## src/apu_pkg.sv

```systemverilog
// Shared constants, types and the arctangent table of the pose update unit.
package apu_pkg;

   localparam int CORDIC_STEPS = 16;
   localparam int NSTEPS = (CORDIC_STEPS < 24) ? CORDIC_STEPS : 24;
   localparam int STEP_W = 5;
   localparam int XY_W = 48;
   localparam int Z_W = 34;
   localparam int DIV_W = 64;
   localparam int DIVISOR_W = 24;
   localparam int DIV_CNT_W = $clog2(DIV_W);

   localparam logic signed [XY_W-1:0] CORDIC_GAIN = XY_W'(652032874);
   localparam logic signed [31:0] TURN_OVER_2PI_Q8 = 32'sd2670177;

   typedef enum logic [2:0] {
      CSR_WHEELBASE = 3'd0,
      CSR_STEER_IS_ANGLE = 3'd1,
      CSR_START_X = 3'd2,
      CSR_START_Y = 3'd3,
      CSR_START_HEADING = 3'd4
   } csr_idx_type;

   typedef struct packed {
      logic start;
      logic vectoring;
   } cor_ctl_type;

   function automatic logic [31:0] atan_entry(input logic [STEP_W-1:0] idx);
      logic [31:0] val;
      unique case (idx)
         5'd0:  val = 32'h20000000;
         5'd1:  val = 32'h12E4051D;
         5'd2:  val = 32'h09FB385B;
         5'd3:  val = 32'h051111D4;
         5'd4:  val = 32'h028B0D43;
         5'd5:  val = 32'h0145D7E1;
         5'd6:  val = 32'h00A2F61E;
         5'd7:  val = 32'h00517C55;
         5'd8:  val = 32'h0028BE53;
         5'd9:  val = 32'h00145F2E;
         5'd10: val = 32'h000A2F98;
         5'd11: val = 32'h000517CC;
         5'd12: val = 32'h00028BE6;
         5'd13: val = 32'h000145F3;
         5'd14: val = 32'h0000A2F9;
         5'd15: val = 32'h0000517C;
         5'd16: val = 32'h000028BE;
         5'd17: val = 32'h0000145F;
         5'd18: val = 32'h00000A2F;
         5'd19: val = 32'h00000517;
         5'd20: val = 32'h0000028B;
         5'd21: val = 32'h00000145;
         5'd22: val = 32'h000000A2;
         5'd23: val = 32'h00000051;
         default: val = 32'h0;
      endcase
      return val;
   endfunction

endpackage

```

## src/apu_div.sv

```systemverilog
// Restoring unsigned divider, one quotient bit per cycle.
module apu_div import apu_pkg::*; (
   input  logic                 clock,
   input  logic                 reset,
   input  logic                 start,
   input  logic [DIV_W-1:0]     dividend,
   input  logic [DIVISOR_W-1:0] divisor,
   output logic [DIV_W-1:0]     quotient,
   output logic                 done
);

   logic [DIV_W-1:0]     q_ff, q_in;
   logic [DIVISOR_W-1:0] rem_ff, rem_in, dvs_ff, dvs_in;
   logic [DIV_CNT_W-1:0] cnt_ff, cnt_in;
   logic                 busy_ff, busy_in, done_ff, done_in;
   logic [DIVISOR_W:0]   rem_sh;
   logic                 fits;

   always_comb begin
      rem_sh = {rem_ff, q_ff[DIV_W-1]};
      fits   = rem_sh >= {1'b0, dvs_ff};
      q_in = q_ff; rem_in = rem_ff; dvs_in = dvs_ff; cnt_in = cnt_ff;
      busy_in = busy_ff; done_in = 1'b0;
      if (start) begin
         q_in = dividend; rem_in = '0; dvs_in = divisor; cnt_in = '0; busy_in = 1'b1;
      end else if (busy_ff) begin
         rem_in = fits ? DIVISOR_W'(rem_sh - {1'b0, dvs_ff}) : rem_sh[DIVISOR_W-1:0];
         q_in   = {q_ff[DIV_W-2:0], fits};
         cnt_in = cnt_ff + DIV_CNT_W'(1);
         if (cnt_ff == DIV_CNT_W'(DIV_W - 1)) begin
            busy_in = 1'b0;
            done_in = 1'b1;
         end
      end
   end

   always_ff @(posedge clock) begin
      q_ff <= q_in; rem_ff <= rem_in; dvs_ff <= dvs_in; cnt_ff <= cnt_in;
      if (reset) begin
         busy_ff <= 1'b0;
         done_ff <= 1'b0;
      end else begin
         busy_ff <= busy_in;
         done_ff <= done_in;
      end
   end

   assign quotient = q_ff;
   assign done     = done_ff;

endmodule

```

## config.mk

```make
export PLATFORM = sky130hd
export DESIGN_NAME = apu_div
export DESIGN_NICKNAME = d
export VERILOG_FILES = /design/src/apu_pkg.sv /design/src/apu_div.sv
export SDC_FILE = /design/constraint.sdc
export NUM_CORES = 1
export LEC_CHECK = 0
export ABC_AREA = 0
export BUFFER_PORTS_ARGS = -buffer_cell sky130_fd_sc_hd__buf_4
export CORE_ASPECT_RATIO = 0.8
export CORE_MARGIN = 2
export CORE_UTILIZATION = 55
export DETAILED_ROUTE_END_ITERATION = 16
export PLACE_DENSITY = 0.8
export SLEW_MARGIN = 20
export SYNTH_ARGS = -nofsm -noshare
export SYNTH_HDL_FRONTEND = slang
export SYNTH_SLANG_ARGS = --single-unit
```

## constraint.sdc

```tcl
create_clock -name clock -period 3.7 [get_ports clock]
set_clock_uncertainty 0.05 [all_clocks]
set_input_delay 0.185 -clock clock [delete_from_list [all_inputs] [get_ports clock]]
set_output_delay 0.185 -clock clock [all_outputs]
set_load 0.005 [all_outputs]
```

# == Word level (Yosys, flattened, before mapping) ==
# Cells that the tools add are included.
# word_totals
ff_bits,120
input_bits,91
output_inout_bits,65
wordCells,20
# classes
n_addsub,2
order_cmp,1
eq_ne,1
n_mux,7
bitwise_logic,1
reduce_logical,2
# ops
op,n
2-to-1 mux 64 bit,2
greater-or-equal comparator 25 x 24 -> 1 bit,1
2-to-1 mux 24 bit,1
subtractor 24 bit,1
"adder 6 x 1 -> 6 bit, second input constant",1
"== test 6 bit, second input constant",1
2-to-1 mux 1 bit,4
OR reduction 3 bit,1
nonzero test 2 bit,1
NOT 1 bit,1

# == Logic depth before layout (Yosys ltp) ==
# Gate-level depths: netlist of the first run.
# depth
ltp_word,4
mapped_depth,14
ltp_nobuf,12

# == Worst setup path before layout of the first run ==
# OpenSTA, ideal clock, no wires.
# synth_timing
path_kind,reg-to-reg
start,register q_ff[63] (netlist: quotient[63])
end,register rem_ff[16]
setup_ns,0.086
t_arrival_ns,2.358
required_ns,3.564
slack_ns,1.206
path_stages_with_launch,13
path_buffers,0
period_less_slack_ns,2.494
cell_sequence,edfxtp_1 > inv_1 > ha_1 > fa_1 > nor2b_1 > o31a_1 > o31ai_2 > o21ai_1 > a21oi_1 > o31a_1 > xnor2_1 > mux2i_1 > a211oi_1
# synth_between
elab_chain_cells,2
word_cells_on_any_way,3
classes_between,add/sub (1); order compare (1); mux (1)
# synth_rtl
item,line_no,text
start: declaration,apu_div.sv:12,"logic [DIV_W-1:0] q_ff, q_in;"
start signal: assignment,apu_div.sv:38,q_ff <= q_in; rem_ff <= rem_in; dvs_ff <= dvs_in; cnt_ff <= cnt_in;
subtractor 24 bit or greater-or-equal comparator 25 x 24 -> 1 bit (tied branches),"apu_div.sv:27, apu_div.sv:21",
2-to-1 mux 24 bit (*),apu_div.sv:27,"rem_in = fits ? DIVISOR_W'(rem_sh - {1'b0, dvs_ff}) : rem_sh[DIVISOR_W-1:0];"
end signal: assignment,apu_div.sv:38,
end: declaration,apu_div.sv:13,"logic [DIVISOR_W-1:0] rem_ff, rem_in, dvs_ff, dvs_in;"
# Mark *: on every way between the ends. The rest lies on a longest branch, timed or not.
# A chain may end at the register's enable or synchronous reset.

# == Final worst setup path of the first run ==
# layout_timing
start,register dvs_ff[19]
end,register rem_ff[2]
# layout_between
elab_chain_cells,2
# layout_rtl
item,line_no,text
start: declaration,apu_div.sv:13,
start signal: assignment,apu_div.sv:38,
greater-or-equal comparator 25 x 24 -> 1 bit,apu_div.sv:21,"fits = rem_sh >= {1'b0, dvs_ff};"
2-to-1 mux 24 bit,apu_div.sv:27,
# Every way passes these cells.

==> impl_metrics.xml, run 1 <==
<?xml version="1.0" encoding="UTF-8"?>
<metrics>
  <group name="outcome">
    <metric name="outcome" unit="">finished, final reports clean</metric>
  </group>
  <group name="placement">
    <metric name="io_buffers" unit="">155</metric>
    <metric name="dpl.hpwl" unit="um">10300</metric>
    <metric name="post-place-cells" unit="">800</metric>
    <metric name="gp_congestion" unit="">0.854</metric>
  </group>
  <group name="floorplanning">
    <metric name="floorplan.initialDensity" unit="%">56.4</metric>
    <metric name="floorplan.rows" unit="">34</metric>
    <metric name="floorplan.io_pins" unit="">156</metric>
    <metric name="dieWidth" unit="um">122</metric>
    <metric name="die_y" unit="um">98.4</metric>
    <metric name="floorplan.core_area" unit="sq um">10800</metric>
    <metric name="die_outline_area" unit="sq um">12000</metric>
  </group>
  <group name="power">
    <metric name="sw_frac_of_total" unit="%">26.7</metric>
    <metric name="max-vdd-ir-drop" unit="mV">0.412</metric>
    <metric name="power.static_leakage" unit="nW">3.54</metric>
    <metric name="p_int" unit="mW">3.08</metric>
    <metric name="switching_power" unit="mW">1.12</metric>
    <metric name="seq_power_share" unit="%">39.8</metric>
    <metric name="share_comb_of_total_power" unit="%">18.9</metric>
    <metric name="pwr_density_cell" unit="nW/um^2">509</metric>
    <metric name="share_clk_of_total_power" unit="%">41.4</metric>
  </group>
  <group name="synthesis">
    <metric name="synth_async_sr_flop_share" unit="%">0</metric>
    <metric name="synth_nets" unit="">638</metric>
    <metric name="yosysWarningCount" unit="">0</metric>
    <metric name="synth_top_area_share" unit="%">43.2</metric>
    <metric name="post_synthesis_sequential_area_ratio" unit="%">53.6</metric>
    <metric name="dominantRegCellSynth" unit="">sky130_fd_sc_hd__edfxtp_1</metric>
    <metric name="post-synth-top-area-cell" unit="">sky130_fd_sc_hd__edfxtp_1</metric>
    <metric name="synthesis.area_per_instance" unit="sq um">11.8</metric>
    <metric name="syn-instance-count" unit="">521</metric>
    <metric name="number_of_register_bits_inferred_by_synthesis" unit="">120</metric>
    <metric name="synth_common_cells" unit="">sky130_fd_sc_hd__edfxtp_1 (88), sky130_fd_sc_hd__mux2_2 (63), sky130_fd_sc_hd__nor2_1 (59)</metric>
    <metric name="synth_top_cells_by_area" unit="">sky130_fd_sc_hd__edfxtp_1 (43%), sky130_fd_sc_hd__mux2_2 (12%), sky130_fd_sc_hd__dfxtp_1 (10%)</metric>
    <metric name="synth.lib_cells_used.distinct" unit="">57</metric>
    <metric name="synth_enable_flop_cells" unit="">88</metric>
    <metric name="synthMostInstantiatedCell" unit="">sky130_fd_sc_hd__edfxtp_1</metric>
    <metric name="synth_area" unit="sq um">6120</metric>
  </group>
  <group name="clock_tree">
    <metric name="cts_tree" unit="">done</metric>
    <metric name="clock_path_buffers" unit="">2</metric>
    <metric name="clock-sinks" unit="">120</metric>
    <metric name="clk-insertion-delay-late" unit="ps">420</metric>
    <metric name="ctsHoldBuffers" unit="">25</metric>
    <metric name="cts_repair_resize_count" unit="">0</metric>
    <metric name="clock_root_buffer" unit="">sky130_fd_sc_hd__clkbuf_16</metric>
    <metric name="maximum_level_of_the_cts_h_tree" unit="">4</metric>
    <metric name="clkSlewWorstSetupHoldPaths" unit="ps">60</metric>
    <metric name="cts_setup_buffers" unit="">0</metric>
    <metric name="numCtsBuffers" unit="">17</metric>
  </group>
  <group name="setup_path">
    <metric name="largest_fanout_on_the_critical_path" unit="">26</metric>
    <metric name="crit_path_cell_trace" unit="">inv_1 -&gt; ha_1 -&gt; and3_1 -&gt; and3_4 -&gt; nand3_2 -&gt; nor4_1 -&gt; or4_4 -&gt; a21oi_4 -&gt; buf_12 -&gt; nor3_1 -&gt; a21oi_1 -&gt; a211oi_1</metric>
    <metric name="timing.critical_path.slowest_cell_delay" unit="ps">460</metric>
    <metric name="r2r_start" unit="">dvs_ff[19]$_DFFE_PP_</metric>
    <metric name="end_kind" unit="">register</metric>
    <metric name="cp_data_required_time" unit="ps">3920</metric>
    <metric name="critical_path_arrival" unit="ps">3210</metric>
    <metric name="crit_start" unit="">dvs_ff[19]$_DFFE_PP_</metric>
    <metric name="timing.critical_path.slowest_stage_cell" unit="">sky130_fd_sc_hd__a21oi_4</metric>
    <metric name="worst-setup-path-type" unit="">register to register</metric>
    <metric name="start_kind" unit="">register</metric>
    <metric name="depth_of_the_most_critical_reg_to_reg_path" unit="">12</metric>
  </group>
  <group name="timing">
    <metric name="final_count_of_hold_timing_violations" unit="">0</metric>
    <metric name="fin_tns_setup" unit="ps">0</metric>
    <metric name="slew_viol_final" unit="">0</metric>
    <metric name="worstMarginPinSlew" unit="ps">665</metric>
    <metric name="finalWorstPathRequiredPeriod" unit="ps">2990</metric>
    <metric name="report.final.setup_viol" unit="">0</metric>
    <metric name="period_share" unit="%">80.7</metric>
    <metric name="timing.slew.headroom" unit="%">55.6</metric>
    <metric name="timing.fmax" unit="GHz">0.335</metric>
    <metric name="grt_setup_unrepaired" unit="">false</metric>
  </group>
  <group name="global_routing">
    <metric name="first_global_vias" unit="">4736</metric>
    <metric name="grt_start_max_net_pins" unit="">55</metric>
    <metric name="grt-ovfl-total" unit="">0</metric>
    <metric name="grt_antenna_before_repair" unit="">0</metric>
    <metric name="grt_first_pass_wirelength" unit="um">23600</metric>
    <metric name="global_route.usage.total" unit="%">25.5</metric>
  </group>
  <group name="detailed_routing">
    <metric name="detail_route.first_pass.iterations" unit="">5</metric>
    <metric name="route.vias.total" unit="">4692</metric>
    <metric name="remaining_routing_drc_violations" unit="">0</metric>
    <metric name="drtIter0Drc" unit="">267</metric>
    <metric name="wl_per_cell" unit="um">17.5</metric>
    <metric name="drt_wl_total" unit="um">15000</metric>
    <metric name="remaining_antenna_violation_count" unit="">0</metric>
    <metric name="viasPerCell" unit="">5.47</metric>
  </group>
  <group name="hold_path">
    <metric name="min_from" unit="">dividend[28]</metric>
    <metric name="hold_depth" unit="">2</metric>
    <metric name="min-delay-path-class" unit="">input port to register</metric>
  </group>
  <group name="final_layout">
    <metric name="fraction_of_final_layout_cells_with_drive_strength_greater_than_1" unit="%">36.9</metric>
    <metric name="final_net_count" unit="">817</metric>
    <metric name="syn2layout_area_growth" unit="%">34.9</metric>
    <metric name="n_antenna_cell" unit="">0</metric>
    <metric name="final_cells" unit="">857</metric>
  </group>
  <group name="run">
    <metric name="max_cap_violations" unit="">0</metric>
  </group>
</metrics>
## cells in the final DEF, fill, tap and decap left out, drive strengths merged, types with 13 or more instances in the layout
cell type,count
inv,38
clkbuf,17
a21oi,35
a211oi,19
ha,25
o21ai,16
mux2,63
nand2,15
nor2,59
buf,160
edfxtp,88
dlygate4sd3,25
xnor2,13
dfxtp,32
## sequential cells by signal, summed over array words and instances (netlist names)
signal    count
rem_ff       24
done          1
cnt_ff        6
dvs_ff       24
quotient     64
busy_ff       1
## critical path, delay by kind of cell (launching register included)
family          cells  cell delay, ps
flops               1             360
compound gates      3             730
fa+ha+maj           1             270
buf+inv             2             320
simple gates        6            1100
## logic make-up (layout without fill, tap and decap cells)
| family | count (synthesis) | in the layout | synth area share, % |
|---|---|---|---|
| AND/OR/NAND/NOR | 116 | 116 | 8.93 |
| adder cells (fa/ha/maj) | 26 | 26 | 5.44 |
| multiplexers | 74 | 74 | 13.4 |
| XOR/XNOR | 21 | 21 | 3.00 |
| flip-flops | 120 | 120 | 53.6 |
| buffers and inverters | 56 | 248 | 3.90 |
| AO/OA/AOI/OAI | 108 | 108 | 11.7 |
## power by group through the flow
stage | registers, mW | logic (mW) | clock network [mW]
6_report | 1.67 | 0.793 | 1.74
5_1_grt | 1.68 | 0.863 | 1.81
4_1_cts | 1.67 | 0.789 | 1.75
3_5_place_dp | 1.69 | 0.761 | 0
3_3_place_gp | 1.69 | 0.738 | 0
2_1_floorplan | 1.68 | 0.470 | 0
## layout make-up
class	instances	area, sq um
flip-flops and latches	120	3280
multi-input cells	345	2600
fillers	713	2590
repair buffers	185	1460
clock buffers	17	425
clock inverters	15	190
well taps	144	180
inverters	31	116
## layer usage
layer,part of all wire (%),vias to the layer above,global-route usage (%)
li1,-,2278,-
met1,44,2236,33.1
met2,48,153,41.2
met3,6.0,25,7.07
met4,2.0,0,9.37
met5,0,-,0
## stage by stage
step	area (sq um)	hold slack, ps	setup WS, ps	util [%]	power [mW]
6_report	8260	13.0	712	76.1	4.20
5_1_grt	8260	5.30	524	76.1	4.36
4_1_cts	8260	8.12	711	76.1	4.21
3_5_place_dp	7390	312	777	68.2	2.45
3_3_place_gp	7390	309	869	68.2	2.43
2_1_floorplan	6120	207	1210	-	2.15
## worst paths after layout
path | slack, ps | endpoint
max | 710 | rem_ff[2]$_SDFFE_PP0P_
max reg2reg | 710 | rem_ff[2]$_SDFFE_PP0P_
min reg2reg | 450 | cnt_ff[5]$_SDFFE_PP0P_
min | 10 | quotient[28]$_DFFE_PP_
(Power assumes the default switching activity.)
==> run 2, diff against run 1 <==
- CORE_UTILIZATION: 55 -> 48
- PLACE_DENSITY: 0.8 -> 0.74
- clock period: 3.7 -> 2.7 ns (I/O delays scaled with it)
==> run 2 against run 1 <==
Count of clock-buffer cells in the layout did not move. Clock power rose by 23%. Non-clock buffer count rose by 80. Routed wire length rose by 15%. Power rose by 38%. Final cell count rose by 12%. Sequential power rose by 37%. Die area rose by 14%.
==> impl_metrics.xml, run 2 (synthesis gave the netlist of run 1 again) <==
<?xml version="1.0" encoding="UTF-8"?>
<metrics>
  <group name="final_layout">
    <metric name="commonest_cells_after_routing_fill_and_taps_aside" unit="">sky130_fd_sc_hd__buf_4 (169), sky130_fd_sc_hd__edfxtp_1 (88), sky130_fd_sc_hd__dlygate4sd3_1 (88)</metric>
    <metric name="layout.filler_cells" unit="">810</metric>
    <metric name="final_common_cell" unit="">sky130_fd_sc_hd__buf_4</metric>
    <metric name="fraction_of_final_layout_cells_with_drive_strength_greater_than_1" unit="%">39.1</metric>
    <metric name="largest_reg_flops" unit="">64</metric>
    <metric name="final_net_count" unit="">897</metric>
    <metric name="finalCoreUtilization" unit="%">75.3</metric>
    <metric name="final_cells" unit="">964</metric>
    <metric name="syn2layout_area_growth" unit="%">51.2</metric>
    <metric name="n_antenna_cell" unit="">0</metric>
  </group>
  <group name="clock_tree">
    <metric name="clock_root_buffer" unit="">sky130_fd_sc_hd__clkbuf_16</metric>
    <metric name="numCtsBuffers" unit="">17</metric>
    <metric name="clk-insertion-delay-late" unit="ps">420</metric>
    <metric name="maximum_level_of_the_cts_h_tree" unit="">4</metric>
    <metric name="cts_tree" unit="">done</metric>
    <metric name="clock_path_buffers" unit="">2</metric>
    <metric name="clock-sinks" unit="">120</metric>
    <metric name="clkSlewWorstSetupHoldPaths" unit="ps">60</metric>
  </group>
  <group name="timing">
    <metric name="fin_worst_hold_slack" unit="ps">49.8</metric>
    <metric name="worstMarginPinSlew" unit="ps">661</metric>
    <metric name="timing.fmax" unit="GHz">0.378</metric>
    <metric name="finalWorstPathRequiredPeriod" unit="ps">2650</metric>
    <metric name="final_count_of_hold_timing_violations" unit="">0</metric>
    <metric name="timing.slew.headroom" unit="%">55.9</metric>
    <metric name="period_share" unit="%">98.1</metric>
    <metric name="grt_setup_unrepaired" unit="">true</metric>
    <metric name="report.final.setup_viol" unit="">0</metric>
    <metric name="slew_viol_final" unit="">0</metric>
  </group>
  <group name="global_routing">
    <metric name="grt_first_pass_wirelength" unit="um">25500</metric>
    <metric name="grt-ovfl-total" unit="">0</metric>
    <metric name="grt_antenna_before_repair" unit="">0</metric>
    <metric name="grt_start_max_net_pins" unit="">53</metric>
    <metric name="first_global_vias" unit="">5137</metric>
    <metric name="global_route.usage.total" unit="%">24.3</metric>
  </group>
  <group name="floorplanning">
    <metric name="die_outline_area" unit="sq um">13700</metric>
    <metric name="die_y" unit="um">105</metric>
    <metric name="floorplan.io_pins" unit="">156</metric>
    <metric name="dieWidth" unit="um">130</metric>
    <metric name="floorplan.initialDensity" unit="%">49.8</metric>
    <metric name="floorplan.core_area" unit="sq um">12300</metric>
    <metric name="floorplan.rows" unit="">36</metric>
  </group>
  <group name="setup_path">
    <metric name="cp_data_required_time" unit="ps">2920</metric>
    <metric name="worst-setup-path-type" unit="">register to register</metric>
    <metric name="end_kind" unit="">register</metric>
    <metric name="r2r_start" unit="">dvs_ff[19]$_DFFE_PP_</metric>
    <metric name="critical_path_arrival" unit="ps">2870</metric>
    <metric name="start_kind" unit="">register</metric>
    <metric name="largest_fanout_on_the_critical_path" unit="">8</metric>
    <metric name="crit_start" unit="">dvs_ff[19]$_DFFE_PP_</metric>
    <metric name="reg2reg_setup_slack" unit="ps">50</metric>
  </group>
  <group name="hold_path">
    <metric name="min-delay-path-class" unit="">input port to register</metric>
    <metric name="min_from" unit="">dividend[0]</metric>
  </group>
  <group name="outcome">
    <metric name="outcome" unit="">finished, final reports clean</metric>
  </group>
  <group name="run">
    <metric name="max_cap_violations" unit="">0</metric>
  </group>
  <group name="placement">
    <metric name="dpl.hpwl" unit="um">10000</metric>
    <metric name="io_buffers" unit="">155</metric>
    <metric name="gp_congestion" unit="">0.843</metric>
    <metric name="post-place-cells" unit="">835</metric>
  </group>
  <group name="power">
    <metric name="max-vdd-ir-drop" unit="mV">0.482</metric>
    <metric name="pwr_density_cell" unit="nW/um^2">625</metric>
    <metric name="power.static_leakage" unit="nW">3.88</metric>
  </group>
  <group name="detailed_routing">
    <metric name="viasPerCell" unit="">5.30</metric>
    <metric name="route.vias.total" unit="">5109</metric>
    <metric name="drtIter0Drc" unit="">298</metric>
    <metric name="detail_route.first_pass.iterations" unit="">4</metric>
    <metric name="remaining_antenna_violation_count" unit="">0</metric>
    <metric name="wl_per_cell" unit="um">17.8</metric>
    <metric name="remaining_routing_drc_violations" unit="">0</metric>
    <metric name="drt_wl_total" unit="um">17200</metric>
  </group>
</metrics>
[run 2: cell count changes in the layout (fill, tap and decap cells not counted), moves of 4 or more]
cell	change
sky130_fd_sc_hd__inv_6	-4
sky130_fd_sc_hd__ha_1	-9
sky130_fd_sc_hd__o21ai_2	+4
sky130_fd_sc_hd__clkinvlp_4	+5
sky130_fd_sc_hd__buf_4	+10
sky130_fd_sc_hd__dlygate4sd3_1	+63
sky130_fd_sc_hd__ha_4	+6
[run 2: metrics by stage]
stage	setup slack [ps]	setup TNS, ps	power [mW]	cell area, sq um
2_1_floorplan	206	0	2.95	6120
4_1_cts	10.6	0	5.61	8940
3_3_place_gp	43.6	0	3.34	7500
3_5_place_dp	-47.9	-47.9	3.37	7500
6_report	52.4	0	5.79	9260
5_1_grt	-67.8	-530	6.02	9260
[run 2: critical path: stages, from the launching register on]
cell and delay, ps:
sky130_fd_sc_hd__edfxtp_1 360, sky130_fd_sc_hd__inv_1 130, sky130_fd_sc_hd__ha_4 230, sky130_fd_sc_hd__and3_4 180, sky130_fd_sc_hd__and3_4 190, sky130_fd_sc_hd__nand3_2 90, sky130_fd_sc_hd__nor4_2 50, sky130_fd_sc_hd__or4_4 430
sky130_fd_sc_hd__a21oi_4 190, sky130_fd_sc_hd__buf_12 160, sky130_fd_sc_hd__clkbuf_16 150, sky130_fd_sc_hd__nor2_1 50, sky130_fd_sc_hd__a21oi_1 130, sky130_fd_sc_hd__a211oi_1 90
[run 2: final cells by class]
class	instances	area [sq um]	area share, %
flip-flops and latches	120	3280	35.5
multi-input cells	345	2780	30.0
repair buffers	265	2310	25.0
clock buffers	17	425	4.60
well taps	171	214	2.31
clock inverters	15	128	1.38
inverters	31	116	1.26
[run 2: path summary, 6_finish.rpt]
path,cells after the start,to
hold / removal,3,quotient[0]$_DFFE_PP_
setup / recovery,13,rem_ff[14]$_SDFFE_PP0P_
setup reg to reg,13,rem_ff[14]$_SDFFE_PP0P_
hold reg to reg,2,cnt_ff[5]$_SDFFE_PP0P_
[run 2: timing repair]
item | 4_1_cts | 5_1_grt
setup endpoints to repair | 2 | 24
pin swaps | 0 | 18
gates resized for setup | 1 | 40
cloned | 0 | 4
hold endpoints to repair | 89 | 0
buffers inserted | 0 | 5
hold buffers | 88 | 0
[run 2: routing by layer]
metal,global-route usage (%),vias to the layer above,wire [um]
met4,10.5,0,473
met2,42.9,138,9200
met5,0,-,0
met1,28.4,2493,6820
met3,4.92,40,690
li1,-,2438,-
[run 2: where the power goes]
group | total (mW) | switching [mW] | internal [mW]
Sequential | 2.29 | 0.109 | 2.18
Clock | 2.14 | 0.881 | 1.26
Combinational | 1.35 | 0.612 | 0.739
Total | 5.79 | 1.60 | 4.18
==> run 3, diff against run 2 <==
- BUFFER_PORTS_ARGS: -buffer_cell sky130_fd_sc_hd__buf_4 -> unset
- CORE_UTILIZATION: 48 -> 58
- DONT_BUFFER_PORTS: unset -> 1
==> run 3 against run 2 <==
The flow now stops in 4_1_cts. Synthesized area did not move. Synthesized cell count is the same.
==> impl_metrics.xml, run 3 <==
<?xml version="1.0" encoding="UTF-8"?>
<metrics>
  <group name="floorplanning">
    <metric name="floorplan.initialDensity" unit="%">59.6</metric>
    <metric name="floorplan.rows" unit="">33</metric>
    <metric name="die_y" unit="um">95.9</metric>
    <metric name="floorplan.io_pins" unit="">156</metric>
    <metric name="dieWidth" unit="um">119</metric>
  </group>
  <group name="synthesis">
    <metric name="number_of_register_bits_inferred_by_synthesis" unit="">120</metric>
    <metric name="dominantRegCellSynth" unit="">sky130_fd_sc_hd__edfxtp_1</metric>
    <metric name="synth_enable_flop_cells" unit="">88</metric>
    <metric name="synth_common_cells" unit="">sky130_fd_sc_hd__edfxtp_1 (88), sky130_fd_sc_hd__mux2_2 (63), sky130_fd_sc_hd__nor2_1 (59)</metric>
    <metric name="synth_nets" unit="">638</metric>
    <metric name="post-synth-top-area-cell" unit="">sky130_fd_sc_hd__edfxtp_1</metric>
    <metric name="synthesis.area_per_instance" unit="sq um">11.8</metric>
    <metric name="yosysWarningCount" unit="">0</metric>
    <metric name="synth_area" unit="sq um">6120</metric>
    <metric name="synth_top_cells_by_area" unit="">sky130_fd_sc_hd__edfxtp_1 (43%), sky130_fd_sc_hd__mux2_2 (12%), sky130_fd_sc_hd__dfxtp_1 (10%)</metric>
    <metric name="post_synthesis_sequential_area_ratio" unit="%">53.6</metric>
    <metric name="synth_top_area_share" unit="%">43.2</metric>
    <metric name="synth.lib_cells_used.distinct" unit="">57</metric>
    <metric name="syn-instance-count" unit="">521</metric>
    <metric name="synthMostInstantiatedCell" unit="">sky130_fd_sc_hd__edfxtp_1</metric>
    <metric name="synth_async_sr_flop_share" unit="%">0</metric>
  </group>
  <group name="clock_tree">
    <metric name="maximum_level_of_the_cts_h_tree" unit="">4</metric>
    <metric name="clock_root_buffer" unit="">sky130_fd_sc_hd__clkbuf_16</metric>
    <metric name="clock-sinks" unit="">120</metric>
    <metric name="ctsHoldBuffers" unit="">138</metric>
    <metric name="cts_repair_resize_count" unit="">1</metric>
    <metric name="clock_path_buffers" unit="">2</metric>
    <metric name="cts_setup_buffers" unit="">0</metric>
    <metric name="numCtsBuffers" unit="">17</metric>
  </group>
  <group name="placement">
    <metric name="gp_congestion" unit="">0.905</metric>
    <metric name="postPlaceCellArea" unit="sq um">6300</metric>
    <metric name="io_buffers" unit="">0</metric>
    <metric name="dpl.hpwl" unit="um">8210</metric>
  </group>
  <group name="outcome">
    <metric name="haltStage" unit="">4_1_cts</metric>
    <metric name="firstError" unit="">[ERROR RSZ-0060] Max buffer count reached.</metric>
    <metric name="outcome" unit="">aborted with a tool error</metric>
  </group>
</metrics>
## run 3: cell counts after synthesis
Identical to the previous run, type by type.
## run 3: logic make-up after synthesis
kind of cell,share of synthesized area [%]
buf+inv,3.90
xor+xnor,3.00
flops,53.6
compound gates,11.7
mux,13.4
fa+ha+maj,5.44
simple gates,8.93
## run 3: through the flow
step | worst slack [ps] | setup TNS, ps | cells | hold slack [ps]
after floorplan | 206 | 0 | 521 | 157
after global placement | 60.5 | 0 | 649 | 160
after detailed placement | -77.4 | -77.4 | 649 | 161
==> run 4, diff against run 3 <==
- CORE_ASPECT_RATIO: 0.8 -> unset
- CORE_UTILIZATION: 58 -> 40
- PLACE_DENSITY: 0.74 -> unset
- PLACE_DENSITY_LB_ADDON: unset -> 0.15
- clock period: 2.7 -> 3.5 ns (I/O delays scaled with it)
==> run 4 against run 3 <==
The flow now finishes without violations.
==> impl_metrics.xml, run 4 (synthesis gave the netlist of run 1 again) <==
<?xml version="1.0" encoding="UTF-8"?>
<metrics>
  <group name="hold_path">
    <metric name="min-delay-path-class" unit="">input port to register</metric>
  </group>
  <group name="power">
    <metric name="seq_power_share" unit="%">43.1</metric>
    <metric name="share_comb_of_total_power" unit="%">16.4</metric>
    <metric name="sw_frac_of_total" unit="%">27.4</metric>
    <metric name="power.static_leakage" unit="nW">3.04</metric>
    <metric name="p_int" unit="mW">3.01</metric>
    <metric name="pwr_density_cell" unit="nW/um^2">534</metric>
    <metric name="switching_power" unit="mW">1.14</metric>
    <metric name="share_clk_of_total_power" unit="%">40.5</metric>
    <metric name="max-vdd-ir-drop" unit="mV">0.361</metric>
  </group>
  <group name="detailed_routing">
    <metric name="drtIter0Drc" unit="">183</metric>
    <metric name="remaining_routing_drc_violations" unit="">0</metric>
    <metric name="viasPerCell" unit="">5.23</metric>
    <metric name="wl_per_cell" unit="um">17.2</metric>
    <metric name="drt_wl_total" unit="um">13900</metric>
    <metric name="route.vias.total" unit="">4230</metric>
    <metric name="remaining_antenna_violation_count" unit="">0</metric>
    <metric name="detail_route.first_pass.iterations" unit="">4</metric>
  </group>
  <group name="setup_path">
    <metric name="cp_data_required_time" unit="ps">3780</metric>
    <metric name="cpMostUsedCell" unit="">sky130_fd_sc_hd__o31a_1</metric>
    <metric name="end_kind" unit="">register</metric>
    <metric name="timing.critical_path.slowest_stage_cell" unit="">sky130_fd_sc_hd__edfxtp_1</metric>
    <metric name="largest_fanout_on_the_critical_path" unit="">3</metric>
    <metric name="crit_path_cell_trace" unit="">inv_1 -&gt; ha_1 -&gt; fa_1 -&gt; nor2b_1 -&gt; o31a_1 -&gt; o31ai_2 -&gt; o21ai_1 -&gt; a21oi_1 -&gt; o31a_1 -&gt; xnor2_1 -&gt; mux2i_1 -&gt; a211oi_1</metric>
    <metric name="start_kind" unit="">register</metric>
    <metric name="worst-setup-path-type" unit="">register to register</metric>
    <metric name="critical_path_arrival" unit="ps">3140</metric>
    <metric name="timing.critical_path.slowest_cell_delay" unit="ps">400</metric>
  </group>
  <group name="clock_tree">
    <metric name="clock_root_buffer" unit="">sky130_fd_sc_hd__clkbuf_16</metric>
    <metric name="clock-sinks" unit="">120</metric>
    <metric name="clk-insertion-delay-late" unit="ps">420</metric>
    <metric name="cts_tree" unit="">done</metric>
    <metric name="maximum_level_of_the_cts_h_tree" unit="">4</metric>
    <metric name="clkSlewWorstSetupHoldPaths" unit="ps">60</metric>
    <metric name="clock_path_buffers" unit="">2</metric>
    <metric name="numCtsBuffers" unit="">17</metric>
  </group>
  <group name="timing">
    <metric name="timing.slew.headroom" unit="%">58.6</metric>
    <metric name="finalWorstPathRequiredPeriod" unit="ps">2860</metric>
    <metric name="final_count_of_hold_timing_violations" unit="">0</metric>
    <metric name="fin_worst_hold_slack" unit="ps">63.1</metric>
    <metric name="worstMarginPinSlew" unit="ps">622</metric>
    <metric name="report.final.setup_viol" unit="">0</metric>
    <metric name="timing.fmax" unit="GHz">0.350</metric>
    <metric name="period_share" unit="%">81.7</metric>
    <metric name="slew_viol_final" unit="">0</metric>
    <metric name="fin_tns_setup" unit="ps">0</metric>
    <metric name="grt_setup_unrepaired" unit="">false</metric>
  </group>
  <group name="floorplanning">
    <metric name="dieWidth" unit="um">128</metric>
    <metric name="floorplan.io_pins" unit="">156</metric>
    <metric name="floorplan.core_area" unit="sq um">15100</metric>
    <metric name="die_outline_area" unit="sq um">16300</metric>
    <metric name="floorplan.initialDensity" unit="%">40.6</metric>
    <metric name="die_y" unit="um">128</metric>
    <metric name="floorplan.rows" unit="">45</metric>
  </group>
  <group name="run">
    <metric name="max_cap_violations" unit="">0</metric>
  </group>
  <group name="final_layout">
    <metric name="final_common_cell" unit="">sky130_fd_sc_hd__dlygate4sd3_1</metric>
    <metric name="final_net_count" unit="">726</metric>
    <metric name="layout.filler_cells" unit="">1327</metric>
    <metric name="commonest_cells_after_routing_fill_and_taps_aside" unit="">sky130_fd_sc_hd__dlygate4sd3_1 (90), sky130_fd_sc_hd__edfxtp_1 (88), sky130_fd_sc_hd__mux2_2 (63)</metric>
    <metric name="n_antenna_cell" unit="">0</metric>
    <metric name="syn2layout_area_growth" unit="%">27.0</metric>
    <metric name="largest_reg_flops" unit="">64</metric>
    <metric name="fraction_of_final_layout_cells_with_drive_strength_greater_than_1" unit="%">17.1</metric>
    <metric name="stdcell_area" unit="sq um">7770</metric>
  </group>
  <group name="outcome">
    <metric name="outcome" unit="">finished, final reports clean</metric>
  </group>
  <group name="placement">
    <metric name="dpl.hpwl" unit="um">8660</metric>
    <metric name="io_buffers" unit="">0</metric>
    <metric name="postPlaceCellArea" unit="sq um">6280</metric>
    <metric name="gp_congestion" unit="">0.774</metric>
  </group>
  <group name="global_routing">
    <metric name="first_global_vias" unit="">4571</metric>
    <metric name="grt-ovfl-total" unit="">0</metric>
    <metric name="grt_start_max_net_pins" unit="">120</metric>
    <metric name="grt_antenna_before_repair" unit="">0</metric>
    <metric name="global_route.usage.total" unit="%">17.8</metric>
    <metric name="grt_first_pass_wirelength" unit="um">22600</metric>
  </group>
</metrics>
run 4: worst paths after layout:
path	from	to	slack, ps	depth (start not counted)
worst min-delay path	start	done$_SDFF_PP0_	60	2
worst max register to register	quotient[63]$_DFFE_PP_	rem_ff[16]$_SDFFE_PP0P_	640	12
worst min register to register	rem_ff[6]$_SDFFE_PP0P_	rem_ff[6]$_SDFFE_PP0P_	450	2
worst max-delay path	quotient[63]$_DFFE_PP_	rem_ff[16]$_SDFFE_PP0P_	640	12
run 4: power by group through the flow:
stage / logic [mW] / clock network (mW) / registers (mW)
3_5_place_dp: 0.568 / 0 / 1.81
4_1_cts: 0.678 / 1.72 / 1.79
6_report: 0.680 / 1.68 / 1.79
2_1_floorplan: 0.497 / 0 / 1.78
3_3_place_gp: 0.560 / 0 / 1.82
5_1_grt: 0.761 / 1.78 / 1.81
run 4: layout make-up:
cell class | instances | area, sq um | share of cell area (%)
Sequential cell | 120 | 3280 | 42.2
Inverter | 31 | 116 | 1.50
Tap cell | 188 | 235 | 3.03
Clock inverter | 14 | 138 | 1.77
Timing Repair Buffer | 94 | 976 | 12.6
Clock buffer | 17 | 425 | 5.47
Multi-Input combinational cell | 345 | 2600 | 33.5
run 4: metal layers:
layer	vias to the layer above	track usage, %	part of all wire [%]
met2	136	29.1	47
met4	0	6.53	1.3
met5	-	0	0
met3	14	7.51	7.5
met1	1990	20.9	44
li1	2090	-	-
run 4: worst max-delay path: cells and delay by family (launching register included):
family,cells,cell delay (ps)
AOI/OAI and AO/OA,6,1250
adders and majority gates,2,610
DFF,1,400
and+or+nand+nor,1,190
xor gates and xnor gates,1,130
muxes,1,80
buffers and inverters,1,60
run 4: timing repair:
item / 4_1_cts / 5_1_grt
endpoints found under the hold margin: 144 / 0
hold buffers: 91 / 0
gates resized for setup: 0 / 0
buffers inserted: 0 / 0
run 4: per-stage QoR:
| step | cells | utilization [%] | setup WS [ps] | power [mW] |
|---|---|---|---|---|
| 2_1_floorplan | 521 | - | 1010 | 2.27 |
| 3_3_place_gp | 687 | 41.6 | 676 | 2.38 |
| 3_5_place_dp | 687 | 41.6 | 654 | 2.38 |
| 4_1_cts | 809 | 51.5 | 631 | 4.19 |
| 5_1_grt | 809 | 51.5 | 413 | 4.35 |
| 6_report | 809 | 51.5 | 640 | 4.15 |
